===== src/rtl/rrtq_pkg.sv =====
`timescale 1ns / 1ps

package rrtq_pkg;

	localparam int KIND_W    = 2;
	localparam int PID_PORT_W = 16;
	localparam int STACK_W   = 48;
	localparam int ST_W      = 2;
	localparam int CNT_W     = 32;
	localparam int TOTAL_W   = 5;

	localparam logic [KIND_W-1:0] KIND_ADD    = 2'd0;
	localparam logic [KIND_W-1:0] KIND_SWITCH = 2'd1;
	localparam logic [KIND_W-1:0] KIND_TERM   = 2'd2;

	localparam logic [ST_W-1:0] ST_CREATED  = 2'd0;
	localparam logic [ST_W-1:0] ST_RUNNABLE = 2'd1;
	localparam logic [ST_W-1:0] ST_RUNNING  = 2'd2;

	typedef enum logic [1:0] {
		OP_ADD,
		OP_SWITCH,
		OP_TERM,
		OP_NONE
	} op_t;

	typedef struct packed {
		logic valid;
		op_t  op;
	} cmd_ctl_t;

	typedef enum logic [3:0] {
		S_IDLE,
		S_EXEC,
		S_SW_WAIT,
		S_SW_RD2,
		S_SW_WAIT2,
		S_TM_SRCH,
		S_TM_MOVE,
		S_HD_RD,
		S_HD_OUT
	} bk_state_t;

endpackage


===== src/rtl/rrtq_ram.sv =====
`timescale 1ns / 1ps

module rrtq_ram #(
	parameter int WIDTH = 8,
	parameter int DEPTH = 16
) (
	input  logic                     clk,
	input  logic                     we,
	input  logic [$clog2(DEPTH)-1:0] waddr,
	input  logic [WIDTH-1:0]         wdata,
	input  logic [$clog2(DEPTH)-1:0] raddr,
	output logic [WIDTH-1:0]         rdata
);

	logic [WIDTH-1:0] mem [DEPTH];

	always_ff @(posedge clk) begin
		if (we) begin
			mem[waddr] <= wdata;
		end
		rdata <= mem[raddr];
	end

endmodule


===== src/rtl/rrtq_front.sv =====
`timescale 1ns / 1ps

module rrtq_front #(
	parameter int PID_BITS = 16
) (
	input  logic                           clk,
	input  logic                           arst_n,
	input  logic                           start,
	output logic                           busy,
	input  logic [rrtq_pkg::KIND_W-1:0]    kind,
	input  logic [rrtq_pkg::PID_PORT_W-1:0] task_pid,
	input  logic [rrtq_pkg::STACK_W-1:0]   kernel_stack,
	output rrtq_pkg::cmd_ctl_t             cmd_ctl,
	output logic [PID_BITS-1:0]            cmd_pid,
	output logic [rrtq_pkg::STACK_W-1:0]   cmd_stack,
	input  logic                           cmd_pop
);

	localparam int QD = 2;

	rrtq_pkg::op_t                 op_q    [QD];
	logic [PID_BITS-1:0]           pid_q   [QD];
	logic [rrtq_pkg::STACK_W-1:0]  stack_q [QD];
	logic                          wr_ptr_q;
	logic                          rd_ptr_q;
	logic [1:0]                    cnt_q;

	rrtq_pkg::op_t                                 dec_op;
	logic [PID_BITS+rrtq_pkg::PID_PORT_W-1:0]      pid_ext;
	logic                                          push;
	logic                                          pop;

	always_comb begin
		case (kind)
			rrtq_pkg::KIND_ADD:    dec_op = rrtq_pkg::OP_ADD;
			rrtq_pkg::KIND_SWITCH: dec_op = rrtq_pkg::OP_SWITCH;
			rrtq_pkg::KIND_TERM:   dec_op = rrtq_pkg::OP_TERM;
			default:               dec_op = rrtq_pkg::OP_NONE;
		endcase
	end

	assign pid_ext = {{PID_BITS{1'b0}}, task_pid};
	assign busy    = (cnt_q == 2'd2);
	assign push    = start && !busy;
	assign pop     = cmd_pop && (cnt_q != 2'd0);

	always_ff @(posedge clk) begin
		if (push) begin
			op_q[wr_ptr_q]    <= dec_op;
			pid_q[wr_ptr_q]   <= pid_ext[PID_BITS-1:0];
			stack_q[wr_ptr_q] <= kernel_stack;
		end
	end

	always_ff @(posedge clk or negedge arst_n) begin
		if (!arst_n) begin
			wr_ptr_q <= 1'b0;
			rd_ptr_q <= 1'b0;
			cnt_q    <= 2'd0;
		end else begin
			if (push) begin
				wr_ptr_q <= ~wr_ptr_q;
			end
			if (pop) begin
				rd_ptr_q <= ~rd_ptr_q;
			end
			case ({push, pop})
				2'b10:   cnt_q <= cnt_q + 2'd1;
				2'b01:   cnt_q <= cnt_q - 2'd1;
				default: cnt_q <= cnt_q;
			endcase
		end
	end

	assign cmd_ctl.valid = (cnt_q != 2'd0);
	assign cmd_ctl.op    = op_q[rd_ptr_q];
	assign cmd_pid       = pid_q[rd_ptr_q];
	assign cmd_stack     = stack_q[rd_ptr_q];

endmodule


===== src/rtl/rrtq_back.sv =====
`timescale 1ns / 1ps

module rrtq_back #(
	parameter int MAX_TASKS = 16,
	parameter int PID_BITS  = 16
) (
	input  logic                             clk,
	input  logic                             arst_n,
	input  rrtq_pkg::cmd_ctl_t               cmd_ctl,
	input  logic [PID_BITS-1:0]              cmd_pid,
	input  logic [rrtq_pkg::STACK_W-1:0]     cmd_stack,
	output logic                             cmd_pop,
	output logic                             done,
	output logic                             ok,
	output logic                             head_valid,
	output logic [rrtq_pkg::PID_PORT_W-1:0]  head_pid,
	output logic [rrtq_pkg::STACK_W-1:0]     head_stack,
	output logic [rrtq_pkg::CNT_W-1:0]       head_switches,
	output logic [rrtq_pkg::TOTAL_W-1:0]     task_total
);

	localparam int IW = $clog2(MAX_TASKS);
	localparam int CW = $clog2(MAX_TASKS + 1);
	localparam int CNT_LO = 0;
	localparam int ST_LO  = rrtq_pkg::CNT_W;
	localparam int SK_LO  = ST_LO + rrtq_pkg::ST_W;
	localparam int PID_LO = SK_LO + rrtq_pkg::STACK_W;
	localparam int W      = PID_LO + PID_BITS;
	localparam logic [CW:0]   MAX_X   = (CW+1)'(MAX_TASKS);
	localparam logic [CW-1:0] MAX_C   = CW'(MAX_TASKS);
	localparam logic [IW-1:0] LAST_IX = IW'(MAX_TASKS - 1);

	rrtq_pkg::bk_state_t state_q, state_d;

	rrtq_pkg::op_t                 op_q;
	logic [PID_BITS-1:0]           pid_q;
	logic [rrtq_pkg::STACK_W-1:0]  stack_q;
	logic                          ok_q;
	logic [CW-1:0]                 len_q;
	logic [IW-1:0]                 head_q;
	logic [CW-1:0]                 off_q;
	logic [CW-1:0]                 src_q;
	logic                          pend_q;

	logic                          we;
	logic [IW-1:0]                 waddr;
	logic [W-1:0]                  wdata;
	logic [IW-1:0]                 raddr;
	logic [W-1:0]                  rdata;

	logic [PID_BITS-1:0]           r_pid;
	logic [rrtq_pkg::STACK_W-1:0]  r_stack;
	logic [rrtq_pkg::CNT_W-1:0]    r_cnt;
	logic [rrtq_pkg::CNT_W-1:0]    cnt_inc;
	logic [IW-1:0]                 head_nxt;
	logic                          rd_en;
	logic [PID_BITS+rrtq_pkg::PID_PORT_W-1:0] pid_out_ext;
	logic [CW+rrtq_pkg::TOTAL_W-1:0]          len_ext;

	function automatic logic [IW-1:0] phys(input logic [IW-1:0] hd, input logic [CW-1:0] off);
		logic [CW:0] s;
		s = {{(CW+1-IW){1'b0}}, hd} + {1'b0, off};
		if (s >= MAX_X) begin
			s = s - MAX_X;
		end
		return s[IW-1:0];
	endfunction

	rrtq_ram #(
		.WIDTH(W),
		.DEPTH(MAX_TASKS)
	) u_ram (
		.clk  (clk),
		.we   (we),
		.waddr(waddr),
		.wdata(wdata),
		.raddr(raddr),
		.rdata(rdata)
	);

	assign r_pid    = rdata[PID_LO +: PID_BITS];
	assign r_stack  = rdata[SK_LO +: rrtq_pkg::STACK_W];
	assign r_cnt    = rdata[CNT_LO +: rrtq_pkg::CNT_W];
	assign cnt_inc  = (r_cnt == '1) ? r_cnt : r_cnt + rrtq_pkg::CNT_W'(1);
	assign head_nxt = (head_q == LAST_IX) ? '0 : head_q + IW'(1);
	assign rd_en    = (off_q < len_q);

	always_comb begin
		state_d = state_q;
		cmd_pop = 1'b0;
		we      = 1'b0;
		waddr   = head_q;
		wdata   = rdata;
		raddr   = head_q;
		case (state_q)
			rrtq_pkg::S_IDLE: begin
				if (cmd_ctl.valid) begin
					cmd_pop = 1'b1;
					state_d = rrtq_pkg::S_EXEC;
				end
			end
			rrtq_pkg::S_EXEC: begin
				state_d = rrtq_pkg::S_HD_RD;
				case (op_q)
					rrtq_pkg::OP_ADD: begin
						if (len_q < MAX_C) begin
							we    = 1'b1;
							waddr = phys(head_q, len_q);
							wdata = {pid_q, stack_q, rrtq_pkg::ST_CREATED,
								{rrtq_pkg::CNT_W{1'b0}}};
						end
					end
					rrtq_pkg::OP_SWITCH: begin
						if (len_q != '0) begin
							state_d = rrtq_pkg::S_SW_WAIT;
						end
					end
					rrtq_pkg::OP_TERM: begin
						if (len_q != '0) begin
							state_d = rrtq_pkg::S_TM_SRCH;
						end
					end
					default: state_d = rrtq_pkg::S_HD_RD;
				endcase
			end
			rrtq_pkg::S_SW_WAIT: begin
				we      = 1'b1;
				waddr   = phys(head_q, len_q);
				wdata   = {r_pid, r_stack, rrtq_pkg::ST_RUNNABLE, r_cnt};
				state_d = rrtq_pkg::S_SW_RD2;
			end
			rrtq_pkg::S_SW_RD2: begin
				state_d = rrtq_pkg::S_SW_WAIT2;
			end
			rrtq_pkg::S_SW_WAIT2: begin
				we      = 1'b1;
				wdata   = {r_pid, r_stack, rrtq_pkg::ST_RUNNING, cnt_inc};
				state_d = rrtq_pkg::S_HD_RD;
			end
			rrtq_pkg::S_TM_SRCH: begin
				raddr = phys(head_q, off_q);
				if (pend_q && (r_pid == pid_q)) begin
					state_d = rrtq_pkg::S_TM_MOVE;
				end else if (pend_q && (src_q == '0)) begin
					state_d = rrtq_pkg::S_HD_RD;
				end
			end
			rrtq_pkg::S_TM_MOVE: begin
				raddr = phys(head_q, off_q);
				we    = pend_q;
				waddr = phys(head_q, src_q - CW'(1));
				if (!rd_en) begin
					state_d = rrtq_pkg::S_HD_RD;
				end
			end
			rrtq_pkg::S_HD_RD: begin
				state_d = rrtq_pkg::S_HD_OUT;
			end
			rrtq_pkg::S_HD_OUT: begin
				state_d = rrtq_pkg::S_IDLE;
			end
			default: state_d = rrtq_pkg::S_IDLE;
		endcase
	end

	always_ff @(posedge clk or negedge arst_n) begin
		if (!arst_n) begin
			state_q <= rrtq_pkg::S_IDLE;
			len_q   <= '0;
			head_q  <= '0;
			off_q   <= '0;
			src_q   <= '0;
			pend_q  <= 1'b0;
			done    <= 1'b0;
		end else begin
			state_q <= state_d;
			done    <= (state_q == rrtq_pkg::S_HD_OUT);
			case (state_q)
				rrtq_pkg::S_EXEC: begin
					pend_q <= 1'b0;
					off_q  <= len_q - CW'(1);
					if ((op_q == rrtq_pkg::OP_ADD) && (len_q < MAX_C)) begin
						len_q <= len_q + CW'(1);
					end
				end
				rrtq_pkg::S_SW_WAIT: begin
					head_q <= head_nxt;
				end
				rrtq_pkg::S_TM_SRCH: begin
					if (pend_q && (r_pid == pid_q)) begin
						off_q  <= src_q + CW'(1);
						pend_q <= 1'b0;
					end else begin
						pend_q <= 1'b1;
						src_q  <= off_q;
						off_q  <= off_q - CW'(1);
					end
				end
				rrtq_pkg::S_TM_MOVE: begin
					pend_q <= rd_en;
					src_q  <= off_q;
					off_q  <= off_q + CW'(1);
					if (!rd_en) begin
						len_q <= len_q - CW'(1);
					end
				end
				default: begin
					pend_q <= pend_q;
				end
			endcase
		end
	end

	always_ff @(posedge clk) begin
		case (state_q)
			rrtq_pkg::S_IDLE: begin
				op_q    <= cmd_ctl.op;
				pid_q   <= cmd_pid;
				stack_q <= cmd_stack;
				ok_q    <= 1'b0;
			end
			rrtq_pkg::S_EXEC: begin
				ok_q <= (op_q == rrtq_pkg::OP_ADD) && (len_q < MAX_C);
			end
			rrtq_pkg::S_SW_WAIT2: begin
				ok_q <= 1'b1;
			end
			rrtq_pkg::S_TM_MOVE: begin
				ok_q <= 1'b1;
			end
			default: begin
				ok_q <= ok_q;
			end
		endcase
	end

	assign pid_out_ext = {{rrtq_pkg::PID_PORT_W{1'b0}}, r_pid};
	assign len_ext     = {{rrtq_pkg::TOTAL_W{1'b0}}, len_q};

	always_ff @(posedge clk) begin
		if (state_q == rrtq_pkg::S_HD_OUT) begin
			ok         <= ok_q;
			head_valid <= (len_q != '0);
			task_total <= len_ext[rrtq_pkg::TOTAL_W-1:0];
			if (len_q != '0) begin
				head_pid      <= pid_out_ext[rrtq_pkg::PID_PORT_W-1:0];
				head_stack    <= r_stack;
				head_switches <= r_cnt;
			end else begin
				head_pid      <= '0;
				head_stack    <= '0;
				head_switches <= '0;
			end
		end
	end

endmodule


===== src/rtl/round_robin_task_queue.sv =====
`timescale 1ns / 1ps
// channel   handshake            fields
// request   start in, busy out   kind, task_pid, kernel_stack
// result    done out (strobe)    ok, head_valid, head_pid, head_stack, head_switches, task_total
//
// Add, unknown kind, and switch or terminate on an empty queue go from accept through EXEC,
// HD_RD and HD_OUT to done; switch adds SW_WAIT, SW_RD2 and SW_WAIT2 before HD_RD; terminate
// searches from the tail (TM_SRCH) and, if the pid is found, moves later entries down (TM_MOVE).
// The task RAM (one registered read, one write a cycle) sets these steps.
// A two-entry request queue keeps taking requests while the executor works, until it is full (busy).
// arst_n empties the queue; the task RAM needs no clearing. done cannot be held off.
module round_robin_task_queue #(
	parameter int MAX_TASKS = 16,
	parameter int PID_BITS  = 16
) (
	input  logic                             clk,
	input  logic                             arst_n,
	input  logic                             start,
	output logic                             busy,
	input  logic [rrtq_pkg::KIND_W-1:0]      kind,
	input  logic [rrtq_pkg::PID_PORT_W-1:0]  task_pid,
	input  logic [rrtq_pkg::STACK_W-1:0]     kernel_stack,
	output logic                             done,
	output logic                             ok,
	output logic                             head_valid,
	output logic [rrtq_pkg::PID_PORT_W-1:0]  head_pid,
	output logic [rrtq_pkg::STACK_W-1:0]     head_stack,
	output logic [rrtq_pkg::CNT_W-1:0]       head_switches,
	output logic [rrtq_pkg::TOTAL_W-1:0]     task_total
);

	rrtq_pkg::cmd_ctl_t            cmd_ctl;
	logic [PID_BITS-1:0]           cmd_pid;
	logic [rrtq_pkg::STACK_W-1:0]  cmd_stack;
	logic                          cmd_pop;

	rrtq_front #(
		.PID_BITS(PID_BITS)
	) u_front (
		.clk         (clk),
		.arst_n      (arst_n),
		.start       (start),
		.busy        (busy),
		.kind        (kind),
		.task_pid    (task_pid),
		.kernel_stack(kernel_stack),
		.cmd_ctl     (cmd_ctl),
		.cmd_pid     (cmd_pid),
		.cmd_stack   (cmd_stack),
		.cmd_pop     (cmd_pop)
	);

	rrtq_back #(
		.MAX_TASKS(MAX_TASKS),
		.PID_BITS (PID_BITS)
	) u_back (
		.clk          (clk),
		.arst_n       (arst_n),
		.cmd_ctl      (cmd_ctl),
		.cmd_pid      (cmd_pid),
		.cmd_stack    (cmd_stack),
		.cmd_pop      (cmd_pop),
		.done         (done),
		.ok           (ok),
		.head_valid   (head_valid),
		.head_pid     (head_pid),
		.head_stack   (head_stack),
		.head_switches(head_switches),
		.task_total   (task_total)
	);

`ifndef SYNTH
	a_done_single: assert property (@(posedge clk) disable iff (!arst_n)
		done |=> !done)
		else $error("result strobe held for more than one cycle");

	a_empty_head_zero: assert property (@(posedge clk) disable iff (!arst_n)
		(done && !head_valid) |-> (head_pid == '0 && head_stack == '0 &&
			head_switches == '0 && task_total == '0))
		else $error("empty queue reported nonzero head or total");

	a_pop_only_when_queued: assert property (@(posedge clk) disable iff (!arst_n)
		cmd_pop |-> cmd_ctl.valid)
		else $error("executor took a request from an empty queue");
`endif

endmodule


===== config.mk =====
export PLATFORM = sky130hd
export DESIGN_NAME = round_robin_task_queue
export DESIGN_NICKNAME = d
export VERILOG_FILES = /design/src/rtl/rrtq_pkg.sv /design/src/rtl/rrtq_ram.sv /design/src/rtl/rrtq_front.sv /design/src/rtl/rrtq_back.sv /design/src/rtl/round_robin_task_queue.sv
export SDC_FILE = /design/constraint.sdc
export NUM_CORES = 2
export LEC_CHECK = 0
export BUFFER_PORTS_ARGS = -buffer_cell sky130_fd_sc_hd__buf_4
export CORE_MARGIN = 4
export CORE_UTILIZATION = 35
export CTS_CLUSTER_SIZE = 25
export DETAILED_ROUTE_END_ITERATION = 10
export GPL_TIMING_DRIVEN = 0
export PLACE_DENSITY = 0.63
export SETUP_SLACK_MARGIN = 0.1
export SLEW_MARGIN = 20
export SYNTH_ARGS = -nofsm -noshare
export SYNTH_HDL_FRONTEND = slang
export SYNTH_SLANG_ARGS = --single-unit

===== constraint.sdc =====
create_clock -name clk -period 12.1 [get_ports clk]
set_input_delay 0 -clock clk [delete_from_list [all_inputs] [get_ports clk]]
set_output_delay 0 -clock clk [all_outputs]
set_load 0.02 [all_outputs]

# [After elaboration in Yosys (flattened, before gate mapping)]
# Memories as Yosys holds them, arrays and structs flattened. A register that Yosys moved wholly into a read port is not among the register bits.
# Cells that the tools add are included.
[classes] n_addsub=16 n_lt_le_gt_ge=5 n_eq_ne=23 muxes=41 n_bitwise=2 n_reduce_logical=23
[ops] operator="case mux 98 bit (3 select lines)" n=1
[ops] operator="2-to-1 mux 98 bit" n=2
[ops] operator="2-to-1 mux 4 bit" n=11
[ops] operator="adder 32 x 1 -> 32 bit (second input constant)" n=1
[ops] operator="equality test 32 bit (second input constant)" n=1
[ops] operator="2-to-1 mux 32 bit" n=1
[ops] operator="case mux 4 bit (8 select lines)" n=1
[ops] operator="2-to-1 mux 5 bit" n=4
[ops] operator="case mux 5 bit (2 select lines)" n=2
[ops] operator="adder 4 x 5 -> 6 bit" n=3
[ops] operator="greater-or-equal comparator 6 x 5 -> 1 bit (second input constant)" n=3
[ops] operator="equality test 16 bit" n=1
[ops] operator="equality test 4 x 3 -> 1 bit (second input constant)" n=4
[ops] operator="adder 5 x 1 -> 5 bit (second input constant)" n=3
[ops] operator="case mux 5 bit (3 select lines)" n=1
[ops] operator="subtractor 5 x 1 -> 5 bit (second input constant)" n=3
[ops] operator="case mux 4 bit (3 select lines)" n=1
[ops] operator="subtractor 4 x 1 -> 4 bit (second input constant)" n=3
[ops] operator="2-to-1 mux 1 bit" n=9
[ops] operator="case mux 1 bit (3 select lines)" n=3
[ops] operator="equality test 2 bit (second input constant)" n=4
[ops] operator="equality test 4 x 2 -> 1 bit (second input constant)" n=2
[ops] operator="equality test 4 bit (second input constant)" n=2
[ops] operator="case mux 4 bit (2 select lines)" n=1
[ops] operator="26 further kinds" n=43
[totals] regBits=133 ram_bits=1700 in_bits=69 out_inout_bits=105 wordCells=131 memories=4
[mem_list] memory="u_back.u_ram.mem" depth=16 word_bits=98 read_ports=1 rd_clocked_by_memory_dff=1 write_ports=1 line="rrtq_ram.sv:15" source="logic [WIDTH-1:0] mem [DEPTH];"
[mem_list] memory="u_front.stack_q" depth=2 word_bits=48 read_ports=1 rd_clocked_by_memory_dff=1 write_ports=1 line="rrtq_front.sv:23" source="logic [rrtq_pkg::STACK_W-1:0] stack_q [QD];"
[mem_list] memory="u_front.pid_q" depth=2 word_bits=16 read_ports=1 rd_clocked_by_memory_dff=1 write_ports=1 line="rrtq_front.sv:22" source="logic [PID_BITS-1:0] pid_q [QD];"
[mem_list] memory="u_front.op_q" depth=2 word_bits=2 read_ports=1 rd_clocked_by_memory_dff=1 write_ports=1 line="rrtq_front.sv:21" source="rrtq_pkg::op_t op_q [QD];"

# [Logic depth before layout (Yosys ltp)]
[depth] ltp_word=6 mapped_depth=11 depth_no_buf=10

# [Modules after synthesis]
# Synthesis repeated with hierarchy kept, for this count alone.
[unflattened] hier_cells=3584 area_unflattened_um2=75884.0
[by_module_without_submodules] module="rrtq_ram" n_inst=1 cells_each=2510 area_each_um2=60516.8 seq_area_each_um2=49047.0
[by_module_without_submodules] module="rrtq_back" n_inst=1 cells_each=849 area_each_um2=10284.9 seq_area_each_um2=5730.5
[by_module_without_submodules] module="rrtq_front" n_inst=1 cells_each=225 area_each_um2=5082.4 seq_area_each_um2=4063.9

# [Least setup slack after synthesis]
# Ideal clock, no wire load.
[synth_timing] path_kind="register -> register" from="register u_back.state_q[3]" to="register u_back.done" setup_ns=1.112 arrival_ns=10.601 required_ns=10.988 setup_slack_ns=0.387 path_stages_with_launch=5 n_path_buf=2 period_less_slack_ns=11.713 path_cell_list="dfrtp_1 -> buf_2 -> clkbuf_1 -> inv_1 -> nor4_1"
[synth_between] elab_chain_cells=1
[synth_rtl] item="start, declared" line="rrtq_back.sv:33" source="rrtq_pkg::bk_state_t state_q, state_d;"
[synth_rtl] item="start signal, assigned" line="rrtq_back.sv:168" source="state_q <= rrtq_pkg::S_IDLE;"
[synth_rtl] item="start signal, assigned" line="rrtq_back.sv:176" source="state_q <= state_d;"
[synth_rtl] item="equality test 4 bit" line="rrtq_back.sv:177" source="done <= (state_q == rrtq_pkg::S_HD_OUT);"
[synth_rtl] item="end signal, assigned" line="rrtq_back.sv:177"
[synth_rtl] item="end, declared" line="rrtq_back.sv:13" source="output logic done,"
# Every way passes these cells.
# A chain may end at the register's enable or synchronous reset.

# [Worst setup path in the final report]
[layout_timing] from="register u_back.head_q[0]" to="register u_back.u_ram.rdata[54], read port of u_back.u_ram.mem"
[layout_between] elab_chain_cells=4 word_cells_on_any_way=5 cone_classes="add/sub (2); order compare (1); mux (2)"
[layout_rtl] item="start, declared" line="rrtq_back.sv:40" source="logic [IW-1:0] head_q;"
[layout_rtl] item="start signal, assigned" line="rrtq_back.sv:187" source="head_q <= head_nxt;"
[layout_rtl] item="adder 4 x 5 -> 6 bit" line="rrtq_back.sv:62" source="s = {{(CW+1-IW){1'b0}}, hd} + {1'b0, off};"
[layout_rtl] item="greater-or-equal comparator 6 x 5 -> 1 bit / subtractor 4 x 1 -> 4 bit (equally long branches)" line="rrtq_back.sv:63, rrtq_back.sv:64"
[layout_rtl] item="2-to-1 mux 4 bit" line="rrtq_back.sv:63" source="if (s >= MAX_X) begin"
[layout_rtl] item="2-to-1 mux 4 bit (*)"
[layout_rtl] item="end, declared" line="rrtq_ram.sv:12" source="output logic [WIDTH-1:0] rdata"
# Every way passes the cells marked *; elsewhere a longest branch is shown, timed or not.

==> flow_summary.json <==
{
  "outcome": "finished with violations",
  "violations": "design-rule violations",
  "end_kind": "flip-flop",
  "dieWidth_um": 477,
  "dominantRegCellSynth": "edfxtp_1",
  "fin_ws_ns": 7.74,
  "syn-num-nets": 5275,
  "cap_viol_max_count": 0,
  "clkLatencyLatePin_ns": 0.84,
  "cts_tree": "built",
  "synth-seq-area-share_pct": 75.1,
  "yosys_warnings": 0,
  "worst_pin_slew_ns": 1.21,
  "setup_viol": 0,
  "netlist_area_mm2": 0.0770,
  "grt-ovfl-total": 0,
  "drt.antenna.violating_nets": 0,
  "yosys-top-cells-area": "edfxtp_1 (72%), nand2_1 (4.7%), a311oi_1 (4.4%)",
  "hpwlAfterDp_mm": 150,
  "synth.distinct_cells": 74,
  "dr_total_vias": 48400,
  "final_area_mm2": 0.0919,
  "clockBufferDepth": 3,
  "postSynthCellCount": 5176,
  "cts_htree_levels": 4,
  "numCtsBuffers": 192,
  "slew_violations": 0,
  "fp.dieH_um": 477,
  "min_path_type": "primary input to flip-flop",
  "yosys.area.top_type": "edfxtp_1",
  "dr.pass1.iters": 9,
  "final.setup_skew_ns": 0.0515,
  "async_flop_share_pct": 1.48,
  "pin_count": 174,
  "hold_violations": 0,
  "post_cts_buffers": 0,
  "layout-drive-gt1-share_pct": 14.2,
  "grt_pass1_wl_mm": 315,
  "grt_pass1_vias": 47400,
  "critPathArrivalTime_ns": 5.09,
  "placedInstanceArea_mm2": 0.0841,
  "synth.avg_cell_area_um2": 14.9,
  "cp-start-kind": "flip-flop",
  "synth_edf_count": 1838,
  "timing.fmax_mhz": 229,
  "wire_per_inst_um": 24.5,
  "worst-path-max-fanout": 10,
  "core_area_mm2": 0.218,
  "yosys-top-cells-count": "edfxtp_1 (1838), nand2_1 (964), and3_1 (388), a211oi_1 (384), a311oi_1 (384)",
  "nets": 5907,
  "gp_congestion": 0.838,
  "ys_ff_latch": 1963,
  "yosysTopAreaCellShare_pct": 71.7,
  "viasPerCell": 5.48,
  "wl_mm": 216,
  "clkTransAtPathRegs_ns": 0.07,
  "drc": 2,
  "grt_max_degree": 43,
  "place_inst": 8330,
  "maxSlewHeadroom_pct": 19.3,
  "rsz0062_at_grt": "no",
  "grtUsageTotal_pct": 18.4,
  "fp.dieArea_mm2": 0.227,
  "worst-setup-path-type": "flip-flop to flip-flop",
  "portBuffers": 171,
  "area_growth_pct": 19.4,
  "clkSinkCount": 1963,
  "cts_root_buf": "clkbuf_16",
  "stdcell_count": 8835,
  "min_period_ns": 4.36,
  "start_util_pct": 35.3,
  "antenna_found_initial": 16,
  "required_ns": 12.83,
  "pre_cts_ws_ns": 7.74,
  "period_share_pct": 36.0,
  "rrSetupSlack_ns": 7.74,
  "synth_most_common_cell": "edfxtp_1",
  "row_count": 171,
  "drtIter0Drc": 5603
}
-- registers in the layout, summed over array words and instances, names as in the netlist, 16 cells and up --
signal                flops
u_back.pid_q             16
u_back.head_pid          16
u_back.u_ram.rdata       96
u_back.head_stack        48
u_front.pid_q            32
u_front.stack_q          96
u_back.head_switches     32
u_back.u_ram.mem       1536
u_back.stack_q           48
-- cells by family after synthesis --
group                      Yosys count  share of synthesized area, %
and+or+nand+nor                   1725                          10.9
buffers and inverters              425                          2.29
muxes                               92                          1.34
adders and majority gates           30                         0.517
AOI/OAI and AO/OA                  891                          9.25
DFF                               1963                          75.1
xor gates and xnor gates            50                         0.588
-- critical path, cell delays in order (launching register included) --
cell	delay, ns
dfrtp_1	0.59
ha_1	0.25
inv_1	0.05
fa_1	0.49
nor3_1	0.06
a21oi_2	0.26
buf_4	0.30
buf_2	0.62
clkbuf_1	0.61
a211oi_1	0.11
a311oi_1	0.58
or4_1	0.31
-- cell type report --
cell class | count | area (µm²)
Clock inverter | 113 | 1250
Buffer | 400 | 1680
Timing Repair Buffer | 438 | 4680
Antenna cell | 4 | 10.0
Inverter | 25 | 93.8
Clock buffer | 250 | 5180
Tap cell | 2854 | 3570
Fill cell | 19400 | 126000
Multi-Input combinational cell | 2788 | 17600
Sequential cell | 1963 | 57800
-- stage by stage --
step / util [%] / hold WS (ns) / TNS, ns
after floorplan: - / -0.296 / 0
after global placement: 37.5 / -0.0441 / -882.61
after detailed placement: 38.6 / -0.0342 / 0
after CTS: 42.2 / 0.106 / 0
after global routing: 42.2 / 0.147 / 0
final: 42.2 / 0.136 / 0
-- worst paths after layout --
path / start / to / depth (start not counted)
max reg2reg: u_back.head_q[0] / u_back.u_ram.rdata[54] / 11
max: u_back.head_q[0] / u_back.u_ram.rdata[54] / 11
min: start / u_front.wr_ptr_q / 4
min in group asynchronous: arst_n / u_back.done / 4
min reg2reg: u_front.cnt_q[1] / u_front.cnt_q[1] / 1
max in group asynchronous: arst_n / u_back.len_q[3] / 4
-- placed cells by master, fill, tap and decap left out, types with 126 or more instances in the layout --
cell	instances
and3_1	387
dlygate4sd3_1	135
a311oi_1	384
buf_2	126
a211oi_1	384
edfxtp_1	1838
clkbuf_1	301
nand2_1	964
buf_4	196
clkbuf_16	194
-- metal layers --
| layer | global-route usage, % | up-vias | part of all wire, % |
|---|---|---|---|
| li1 | - | 21500 | - |
| met1 | 25.1 | 24300 | 41 |
| met2 | 29.5 | 2194 | 47 |
| met3 | 3.23 | 386 | 8.0 |
| met4 | 6.68 | 0 | 3.6 |
| met5 | 0 | - | 0 |
-- timing repair --
item,4_1_cts,5_1_grt
hold buffers,136,0
gates resized for setup,0,0
setup endpoints to repair,0,0
endpoints found under the hold margin,231,0
Power is not shown: default switching activity piles up to over one toggle a cycle in this logic, so the estimate is an artifact.
